===== config.mk =====
export PLATFORM = sky130hd
export DESIGN_NAME = load_cell_tare_and_weigh
export DESIGN_NICKNAME = d
export VERILOG_FILES = /design/src/design/lctw_pkg.sv /design/src/design/lctw_ram.sv /design/src/design/lctw_div.sv /design/src/design/load_cell_tare_and_weigh.sv
export SDC_FILE = /design/constraint.sdc
export NUM_CORES = 2
export LEC_CHECK = 0
export ABC_AREA = 1
export BUFFER_PORTS_ARGS = -buffer_cell sky130_fd_sc_hd__buf_2
export CAP_MARGIN = 40
export CORE_MARGIN = 4
export CORE_UTILIZATION = 52
export CTS_CLUSTER_DIAMETER = 150
export DETAILED_ROUTE_END_ITERATION = 6
export GPL_TIMING_DRIVEN = 1
export PLACE_DENSITY = 0.76
export SLEW_MARGIN = 5
export SYNTH_ARGS = -nofsm -noshare
export SYNTH_HDL_FRONTEND = slang
export SYNTH_SLANG_ARGS = --single-unit

===== constraint.sdc =====
create_clock -name clk -period 9.6 [get_ports clk]
set_clock_uncertainty 0.15 [all_clocks]
set_input_delay 0.96 -clock clk [delete_from_list [all_inputs] [get_ports clk]]
set_output_delay 0.96 -clock clk [all_outputs]
set_load 0.1 [all_outputs]

===== src/design/lctw_pkg.sv =====
// Package for the load cell tare and weigh block: result kinds, phases and
// sequencer states. No dependencies.
package lctw_pkg;

    typedef enum logic [1:0] {
        KIND_OFFSET = 2'd0,
        KIND_WEIGHT = 2'd1,
        KIND_FAIL   = 2'd2
    } kind_t;

    typedef enum logic [1:0] {
        PH_COLLECT = 2'd0,
        PH_WEIGH   = 2'd1,
        PH_FAIL    = 2'd2
    } phase_t;

    typedef enum logic [3:0] {
        ST_IDLE,
        ST_MEAN,
        ST_BAND,
        ST_BAND_LAST,
        ST_AVG,
        ST_WDIV,
        ST_OUT
    } state_t;

    localparam logic [1:0] CFG_SAMPLE_COUNT = 2'd0;
    localparam logic [1:0] CFG_SPREAD       = 2'd1;
    localparam logic [1:0] CFG_SCALE        = 2'd2;

    // divider width: covers a 32-bit reading sum over 1024 samples
    localparam int DIV_W = 44;

    // request to the shared unsigned divider
    typedef struct packed {
        logic             start;
        logic [DIV_W-1:0] dividend;
        logic [DIV_W-1:0] divisor;
    } div_req_t;

endpackage


===== src/design/lctw_ram.sv =====
// Generic single-port-write, one-read RAM with registered read data.
// No dependencies.
module lctw_ram #(
    parameter int WIDTH = 24,
    parameter int DEPTH = 64,
    parameter int AW    = (DEPTH > 1) ? $clog2(DEPTH) : 1
) (
    input  logic             clk,
    input  logic             we,
    input  logic [AW-1:0]    waddr,
    input  logic [WIDTH-1:0] wdata,
    input  logic [AW-1:0]    raddr,
    output logic [WIDTH-1:0] rdata
);

    logic [WIDTH-1:0] mem [DEPTH];

    always_ff @(posedge clk)
    begin
        if (we)
        begin
            mem[waddr] <= wdata;
        end
        rdata <= mem[raddr];
    end

endmodule


===== src/design/lctw_div.sv =====
// Restoring bit-serial unsigned divider, one quotient bit a cycle.
// Depends on lctw_pkg.
module lctw_div
    import lctw_pkg::*;
(
    input  logic             clk,
    input  logic             rst_n,
    input  div_req_t         req,
    output logic             done,
    output logic [DIV_W-1:0] quotient
);

    localparam int W = DIV_W;

    logic [W-1:0]         q_reg, q_next;
    logic [W-1:0]         r_reg, r_next;
    logic [W-1:0]         d_reg, d_next;
    logic [$clog2(W+1)-1:0] cnt_reg, cnt_next;
    logic                 busy_reg, busy_next;
    logic                 done_reg, done_next;
    logic [W:0]           trial;

    always_comb
    begin
        q_next    = q_reg;
        r_next    = r_reg;
        d_next    = d_reg;
        cnt_next  = cnt_reg;
        busy_next = busy_reg;
        done_next = 1'b0;
        trial     = {r_reg, q_reg[W-1]};
        if (req.start)
        begin
            q_next    = req.dividend;
            r_next    = '0;
            d_next    = req.divisor;
            cnt_next  = ($clog2(W+1))'(W);
            busy_next = 1'b1;
        end
        else if (busy_reg)
        begin
            // shift in the next dividend bit, subtract if it fits
            if (trial >= {1'b0, d_reg})
            begin
                trial  = trial - {1'b0, d_reg};
                q_next = {q_reg[W-2:0], 1'b1};
            end
            else
            begin
                q_next = {q_reg[W-2:0], 1'b0};
            end
            r_next   = trial[W-1:0];
            cnt_next = cnt_reg - 1'b1;
            if (cnt_reg == ($clog2(W+1))'(1))
            begin
                busy_next = 1'b0;
                done_next = 1'b1;
            end
        end
    end

    always_ff @(posedge clk or negedge rst_n)
    begin
        if (!rst_n)
        begin
            busy_reg <= 1'b0;
            done_reg <= 1'b0;
            cnt_reg  <= '0;
        end
        else
        begin
            busy_reg <= busy_next;
            done_reg <= done_next;
            cnt_reg  <= cnt_next;
        end
    end

    always_ff @(posedge clk)
    begin
        q_reg <= q_next;
        r_reg <= r_next;
        d_reg <= d_next;
    end

    assign done     = done_reg;
    assign quotient = q_reg;

endmodule


===== src/design/load_cell_tare_and_weigh.sv =====
// Top level of the load cell tare and weigh block: sample memory, band pass
// and shared divider. Depends on lctw_pkg, lctw_ram and lctw_div.
//
// Usage
//   Input channel: spi_bytes with in_valid / in_stall. Each beat carries six
//   serial bytes that are unpacked into a 24-bit reading.
//   Output channel: result_kind, value, band_count with out_valid / out_stall.
//   Configuration: cfg_valid / cfg_ready with cfg_index and cfg_data; write
//   only while the block is idle. cfg_ready is always high.
//   During tare each beat is stored in the sample memory and gives no
//   result; the next beat can follow in the next cycle. The last tare beat
//   starts a mean division, a pass over the memory (one entry a cycle) and
//   a band average division that gives the offset (up to 64 readings are
//   stored); an empty band gives a failure at the end of the pass. After
//   tare a weighing beat gives its result from one division, and the next
//   beat is taken only once that result has left; the divider, one quotient
//   bit a cycle, sets the pace. Zero scale and the failed phase answer in
//   the cycle after acceptance. One item is in work at a time; in_stall is
//   high from the acceptance of a beat that gives a result until that
//   result is taken. A stalled result holds in the output register.
//   Reset clears the stored count, sum, offset and phase and restores the
//   register defaults; the sample memory needs no clearing.
module load_cell_tare_and_weigh
    import lctw_pkg::*;
#(
    parameter int MAX_SAMPLES  = 64,
    parameter int READING_BITS = 24
) (
    input  logic        clk,
    input  logic        rst_n,
    input  logic        in_valid,
    output logic        in_stall,
    input  logic [47:0] spi_bytes,
    output logic        out_valid,
    input  logic        out_stall,
    output logic [1:0]  result_kind,
    output logic signed [24:0] value,
    output logic [6:0]  band_count,
    input  logic        cfg_valid,
    output logic        cfg_ready,
    input  logic [1:0]  cfg_index,
    input  logic [15:0] cfg_data
);

    localparam int AW = (MAX_SAMPLES > 1) ? $clog2(MAX_SAMPLES) : 1;
    localparam int CW = $clog2(MAX_SAMPLES + 1);
    localparam int SW = READING_BITS + CW;

    logic [6:0]  sample_count_reg;
    logic [6:0]  spread_reg;
    logic signed [15:0] scale_reg;

    state_t state_reg, state_next;
    phase_t phase_reg, phase_next;
    logic [CW-1:0] stored_reg, stored_next;
    logic [SW-1:0] sum_reg, sum_next;
    logic [SW-1:0] bsum_reg, bsum_next;
    logic [CW-1:0] bcnt_reg, bcnt_next;
    logic [CW-1:0] idx_reg, idx_next;
    logic [READING_BITS-1:0] offset_reg, offset_next;
    logic [DIV_W-1:0] lo_reg, lo_next, hi_reg, hi_next;
    logic        neg_reg, neg_next;
    logic        ovalid_reg, ovalid_next;
    kind_t       okind_reg, okind_next;
    logic [24:0] oval_reg, oval_next;
    logic [6:0]  ocnt_reg, ocnt_next;
    logic        mean_wait_reg, mean_wait_next;

    logic [23:0] unpacked;
    logic [READING_BITS-1:0] reading_in;
    logic        accept;
    logic [CW-1:0] n_eff;
    logic        mem_we;
    logic [AW-1:0] mem_waddr, mem_raddr;
    logic [READING_BITS-1:0] mem_rdata;
    div_req_t    dreq;
    logic        ddone;
    logic [DIV_W-1:0] dq;
    logic [DIV_W-1:0] s200;
    logic [8:0]  lo_fac, hi_fac;
    logic [15:0] scale_mag;

    function automatic logic [READING_BITS:0] diff_mag_in(
        input logic [READING_BITS-1:0] a,
        input logic [READING_BITS-1:0] b
    );
        diff_mag_in = (a >= b) ? {1'b0, a - b} : {1'b0, b - a};
    endfunction

    // bits 6,4,2,0 of each byte, first byte most significant
    always_comb
    begin
        for (int i = 0; i < 6; i++)
        begin
            for (int j = 0; j < 4; j++)
            begin
                unpacked[23 - 4*i - j] = spi_bytes[47 - 8*i - 1 - 2*j];
            end
        end
    end
    assign reading_in = READING_BITS'(unpacked);

    assign accept    = in_valid && !in_stall;
    assign in_stall  = (state_reg != ST_IDLE) || ovalid_reg;
    assign cfg_ready = 1'b1;

    always_comb
    begin
        if (sample_count_reg == 7'd0)
            n_eff = CW'(1);
        else if ({25'd0, sample_count_reg} > 32'(MAX_SAMPLES))
            n_eff = CW'(MAX_SAMPLES);
        else
            n_eff = CW'(sample_count_reg);
    end

    assign mem_we    = accept && (phase_reg == PH_COLLECT)
                       && (stored_reg < CW'(MAX_SAMPLES));
    assign mem_waddr = stored_reg[AW-1:0];
    assign mem_raddr = idx_reg[AW-1:0];

    lctw_ram #(.WIDTH(READING_BITS), .DEPTH(MAX_SAMPLES), .AW(AW)) u_store (
        .clk   (clk),
        .we    (mem_we),
        .waddr (mem_waddr),
        .wdata (reading_in),
        .raddr (mem_raddr),
        .rdata (mem_rdata)
    );

    lctw_div u_div (
        .clk      (clk),
        .rst_n    (rst_n),
        .req      (dreq),
        .done     (ddone),
        .quotient (dq)
    );

    assign s200      = DIV_W'(mem_rdata) * DIV_W'(200);
    assign lo_fac    = 9'd200 - {2'b00, spread_reg};
    assign hi_fac    = 9'd200 + {2'b00, spread_reg};
    assign scale_mag = scale_reg[15] ? 16'(-scale_reg) : 16'(scale_reg);

    always_ff @(posedge clk or negedge rst_n)
    begin
        if (!rst_n)
        begin
            sample_count_reg <= 7'd50;
            spread_reg       <= 7'd1;
            scale_reg        <= -16'sd142;
        end
        else if (cfg_valid && cfg_ready)
        begin
            unique case (cfg_index)
                CFG_SAMPLE_COUNT: sample_count_reg <= cfg_data[6:0];
                CFG_SPREAD:       spread_reg       <= cfg_data[6:0];
                CFG_SCALE:        scale_reg        <= cfg_data;
                default:          ;
            endcase
        end
    end

    // next state
    always_comb
    begin
        state_next = state_reg;
        unique case (state_reg)
            ST_IDLE:
            begin
                if (accept)
                begin
                    if (phase_reg == PH_COLLECT)
                    begin
                        if (stored_next >= n_eff)
                            state_next = ST_MEAN;
                    end
                    else if (phase_reg == PH_WEIGH && scale_reg != 16'sd0)
                        state_next = ST_WDIV;
                end
            end
            ST_MEAN:
            begin
                // a single stored reading goes straight to the last band step
                if (ddone)
                    state_next = (stored_reg == CW'(1)) ? ST_BAND_LAST : ST_BAND;
            end
            ST_BAND:
            begin
                if (idx_reg + 1'b1 >= stored_reg)
                    state_next = ST_BAND_LAST;
            end
            ST_BAND_LAST: state_next = (bcnt_next == '0) ? ST_IDLE : ST_AVG;
            ST_AVG:       if (ddone && !mean_wait_reg) state_next = ST_IDLE;
            ST_WDIV:      if (ddone && !mean_wait_reg) state_next = ST_IDLE;
            default:      state_next = ST_IDLE;
        endcase
    end

    // datapath and outputs
    always_comb
    begin
        phase_next     = phase_reg;
        stored_next    = stored_reg;
        sum_next       = sum_reg;
        bsum_next      = bsum_reg;
        bcnt_next      = bcnt_reg;
        idx_next       = idx_reg;
        offset_next    = offset_reg;
        lo_next        = lo_reg;
        hi_next        = hi_reg;
        neg_next       = neg_reg;
        mean_wait_next = 1'b0;
        ovalid_next    = ovalid_reg && out_stall;
        okind_next     = okind_reg;
        oval_next      = oval_reg;
        ocnt_next      = ocnt_reg;
        dreq           = '0;

        unique case (state_reg)
            ST_IDLE:
            begin
                if (accept)
                begin
                    if (phase_reg == PH_COLLECT)
                    begin
                        if (stored_reg < CW'(MAX_SAMPLES))
                        begin
                            stored_next = stored_reg + 1'b1;
                            sum_next    = sum_reg + SW'(reading_in);
                        end
                        if (stored_next >= n_eff)
                        begin
                            dreq.start    = 1'b1;
                            dreq.dividend = DIV_W'(sum_next);
                            dreq.divisor  = DIV_W'(stored_next);
                        end
                    end
                    else if (phase_reg == PH_WEIGH)
                    begin
                        if (scale_reg == 16'sd0)
                        begin
                            ovalid_next = 1'b1;
                            okind_next  = KIND_WEIGHT;
                            oval_next   = '0;
                            ocnt_next   = '0;
                        end
                        else
                        begin
                            mean_wait_next = 1'b1;
                            dreq.start     = 1'b1;
                            dreq.dividend  = DIV_W'(diff_mag_in(reading_in, offset_reg));
                            dreq.divisor   = DIV_W'(scale_mag);
                            neg_next       = (reading_in < offset_reg) ^ scale_reg[15];
                        end
                    end
                    else
                    begin
                        ovalid_next = 1'b1;
                        okind_next  = KIND_FAIL;
                        oval_next   = '0;
                        ocnt_next   = '0;
                    end
                end
            end
            ST_MEAN:
            begin
                idx_next  = '0;
                bsum_next = '0;
                bcnt_next = '0;
                if (ddone)
                begin
                    // the mean never exceeds a reading
                    lo_next  = DIV_W'(dq[READING_BITS-1:0]) * DIV_W'(lo_fac);
                    hi_next  = DIV_W'(dq[READING_BITS-1:0]) * DIV_W'(hi_fac);
                    idx_next = CW'(1);
                end
            end
            ST_BAND, ST_BAND_LAST:
            begin
                // rdata is the entry addressed last cycle
                if (s200 > lo_reg && s200 < hi_reg)
                begin
                    bsum_next = bsum_reg + SW'(mem_rdata);
                    bcnt_next = bcnt_reg + 1'b1;
                end
                if (state_reg == ST_BAND)
                    idx_next = idx_reg + 1'b1;
                else
                begin
                    if (bcnt_next == '0)
                    begin
                        phase_next  = PH_FAIL;
                        ovalid_next = 1'b1;
                        okind_next  = KIND_FAIL;
                        oval_next   = '0;
                        ocnt_next   = '0;
                    end
                    else
                    begin
                        mean_wait_next = 1'b1;
                        dreq.start     = 1'b1;
                        dreq.dividend  = DIV_W'(bsum_next);
                        dreq.divisor   = DIV_W'(bcnt_next);
                    end
                end
            end
            ST_AVG:
            begin
                if (ddone && !mean_wait_reg)
                begin
                    offset_next = READING_BITS'(dq);
                    phase_next  = PH_WEIGH;
                    ovalid_next = 1'b1;
                    okind_next  = KIND_OFFSET;
                    oval_next   = 25'(dq[READING_BITS-1:0]);
                    ocnt_next   = 7'(bcnt_reg);
                end
            end
            ST_WDIV:
            begin
                if (ddone && !mean_wait_reg)
                begin
                    ovalid_next = 1'b1;
                    okind_next  = KIND_WEIGHT;
                    oval_next   = neg_reg ? 25'(-dq[24:0]) : dq[24:0];
                    ocnt_next   = '0;
                end
            end
            default: ;
        endcase
    end

    always_ff @(posedge clk or negedge rst_n)
    begin
        if (!rst_n)
        begin
            state_reg     <= ST_IDLE;
            phase_reg     <= PH_COLLECT;
            stored_reg    <= '0;
            sum_reg       <= '0;
            offset_reg    <= '0;
            ovalid_reg    <= 1'b0;
            mean_wait_reg <= 1'b0;
        end
        else
        begin
            state_reg     <= state_next;
            phase_reg     <= phase_next;
            stored_reg    <= stored_next;
            sum_reg       <= sum_next;
            offset_reg    <= offset_next;
            ovalid_reg    <= ovalid_next;
            mean_wait_reg <= mean_wait_next;
        end
    end

    always_ff @(posedge clk)
    begin
        bsum_reg    <= bsum_next;
        bcnt_reg    <= bcnt_next;
        idx_reg     <= idx_next;
        lo_reg      <= lo_next;
        hi_reg      <= hi_next;
        neg_reg     <= neg_next;
        okind_reg   <= okind_next;
        oval_reg    <= oval_next;
        ocnt_reg    <= ocnt_next;
    end

    assign out_valid   = ovalid_reg;
    assign result_kind = okind_reg;
    assign value       = oval_reg;
    assign band_count  = ocnt_reg;

    a_out_hold: assert property (@(posedge clk) disable iff (!rst_n)
        out_valid && out_stall |=> out_valid && $stable(value))
        else $error("result dropped while stalled");

    a_no_accept_busy: assert property (@(posedge clk) disable iff (!rst_n)
        state_reg != ST_IDLE |-> in_stall)
        else $error("input taken while busy");

    a_fail_sticks: assert property (@(posedge clk) disable iff (!rst_n)
        phase_reg == PH_FAIL |=> phase_reg == PH_FAIL)
        else $error("left failed phase");

endmodule


==> results.ini <==
[outcome]
outcome = finished clean

[synthesis]
synthCells = 9955
synthDistinctLibCells = 61
ys_seq_area_share_pct = 55.6
yosys_register_bits = 1916
syn_avg_cell_area_um2 = 10.2
syn_nets = 10700
syn_area_um2 = 101000
synth_warnings = 0
synth_edf_count = 1734
synthFlopType = edfxtp_1
synthArstFlopShare_pct = 5.58

[clock_tree]
cts_tree = done
cts_sinks = 1916
clk_pin_slew_ps = 60
cts_inserted_buffers = 192
cts_hold_buf = 1
postCtsSetupBuffers = 0
cts_htree_levels = 4
ctsRootBufferMaster = clkbuf_16
cts_buffer_depth = 3
clock_latency_ps = 880
ctsResizeCount = 0

[global_route]
grt_start_max_net_pins = 168
grt_pass1_wl_um = 457000
use_met3_pct = 6.60
met1_usage_pct = 39.0
grt.busiest_layer = met2
grt_use_met2_pct = 46.5
gr-total-overflow = 0
antenna_found_initial = 16
grt_pass1_vias = 74900
grtUsageTotal_pct = 29.6

[cells_and_area]
fill_cells = 15600
fin_nets = 10700
layout-drive-gt1-share_pct = 7.38
finalInstanceArea_um2 = 112000
syn2layout_area_growth_pct = 10.4
largest_reg_flops = 1536

[worst_setup_path]
worstSetupStartpointType = flip-flop
cp_slowest_cell = a21oi_4
end_kind = flip-flop
worstPathRequired_ps = 9970
cpLargestDelayFamily = compound AO/OA/AOI/OAI gates
cp_common_cell = nand2_1
path_class = reg -> reg
path_max_fanout = 33
cp_data_arrival_time_ps = 8240
crit_buf_inv = 1
max_stage_delay_ps = 810

[floorplan]
core_region_area_um2 = 193000
start_util_pct = 52.4
dieArea_um2 = 202000
num_rows = 161
die_y_um = 449
io_pins = 108
die_w_um = 449

[timing]
final.setup.tns_ps = 0
rsz0062_at_grt = no
period_share_pct = 82.0
period_needed_ps = 7870
tightest_slew_ps = 1170
maxSlewHeadroom_pct = 20.9
slew_violations = 0
fmax_mhz = 127
setup_viol = 0
finalHoldViolCount = 0

[routing]
vias_per_cell = 6.10
first_iter_violations = 10700
vias = 77200
drt_wl_total_um = 307000
drt.antenna.violating_nets = 0
first_pass_iters = 7
avgRoutedWirePerCell_um = 24.3
drc = 0

[placed_design]
portBuffers = 82
place_congestion = 1.06
dpl_cell_area_um2 = 105000
hpwl_um = 203000

[hold_path]
hold_class = in -> reg

[job]
max_cap_violations = 0

placed cells by master (no fill, tap or decap), types with 16 or more instances in the layout:
cell       Yosys  routed
edfxtp_1    1734    1734
xnor2_1       68      68
buf_4          8     165
o211ai_1      16      16
clkbuf_1     395      33
dfstp_2       16      16
clkinv_1      16      55
nor2_2         6      54
clkbuf_16      0     193
bufinv_16      0      17
inv_1        995     992
nand4_1       56      56
nor2_4         3      22
o32ai_1       96      95
o21bai_1      23      23
o22ai_1      424     424
nand2_1     1146    1146
xor2_1       127     127
a21oi_1      358     356
nor4_1        21      21
dfrtp_1       91      91
nor2_1      1736    1669
fa_1         312     312
o21ai_0     1245    1245
nand3_1      271     269
a31oi_1       24      24
a21o_1        19      19
nor3_1        45      43
clkinv_2       0      35
or2_2         18      18
buf_2         62     104
dfxtp_1       75      75
ha_1         405     405
layout make-up:
cell class | instances | area [um2] | area share [%]
tap | 2526 | 3160 | 2.83
inverter | 1017 | 3840 | 3.44
clock inverter | 129 | 1420 | 1.27
multi-input combinational | 6524 | 39300 | 35.2
sequential | 1916 | 56300 | 50.4
timing repair buffer | 308 | 2600 | 2.33
antenna | 5 | 12.5 | 0.0112
clock buffer | 230 | 5010 | 4.49
metal layers:
metal  share of wire, %  up-vias  wire, um
met3                 11      853     34700
met2                 45     4710    140000
met1                 38    37300    115000
met4                5.7       10     17500
met5              0.017        -        51
li1                   -    34300         -
path summary, 6_finish.rpt:
kind	start	endpoint	slack [ps]	cells after the start
worst max-delay path	u_store.rdata[1]$_DFF_P_	value[10]$_DFFE_PP_	1730	27
worst min-delay path	cfg_data[9]	scale_reg[9]$_DFFE_PN1P_	240	2
worst max register to register	u_store.rdata[1]$_DFF_P_	value[10]$_DFFE_PP_	1730	27
worst min register to register	u_div.r_reg[17]$_SDFFE_PN0P_	u_div.r_reg[17]$_SDFFE_PN0P_	330	2
max in group asynchronous	rst_n	scale_reg[10]$_DFFE_PN1P_	7470	4
min in group asynchronous	rst_n	offset_reg[18]$_DFFE_PN0P_	560	2
Yosys cell counts (19+ instances only):
cell type	n	area, um2
a21o_1	19	143
nand3_1	271	1360
o21bai_1	23	173
dfrtp_1	91	2280
fa_1	312	6250
xor2_1	127	1110
nand4_1	56	350
o21ai_0	1245	6230
nor2_1	1736	6520
o32ai_1	96	841
edfxtp_1	1734	52100
buf_1	25	93.8
o22ai_1	424	2650
a21oi_1	358	1790
buf_2	62	310
nor3_1	45	225
a31oi_1	24	150
nand2_1	1146	4300
dfxtp_1	75	1500
inv_1	995	3730
xnor2_1	68	596
nor4_1	21	131
clkbuf_1	395	1480
ha_1	405	5070
metrics by stage:
step           hold slack (ps)  worst slack, ps  util (%)  std cells
3_5_place_dp               325             1760      54.5      12300
6_report                   241             1730      57.9      12700
3_3_place_gp               318             1840      54.1      12200
2_1_floorplan              301             2560         -       9955
4_1_cts                    191             1770      57.8      12600
5_1_grt                    213             1200      57.8      12700
kinds of logic after synthesis:
kind of cell / share of synthesized area (%)
xor gates and xnor gates: 1.69
AOI/OAI and AO/OA: 12.5
DFF: 55.6
and+or+nand+nor: 13.1
adders and majority gates: 11.2
other: 0.00371
muxes: 0.0433
buffers and inverters: 5.78
Power is left out: the tool's default activity adds up to more than one toggle a clock period on the data nets, which glitch-free logic cannot reach.
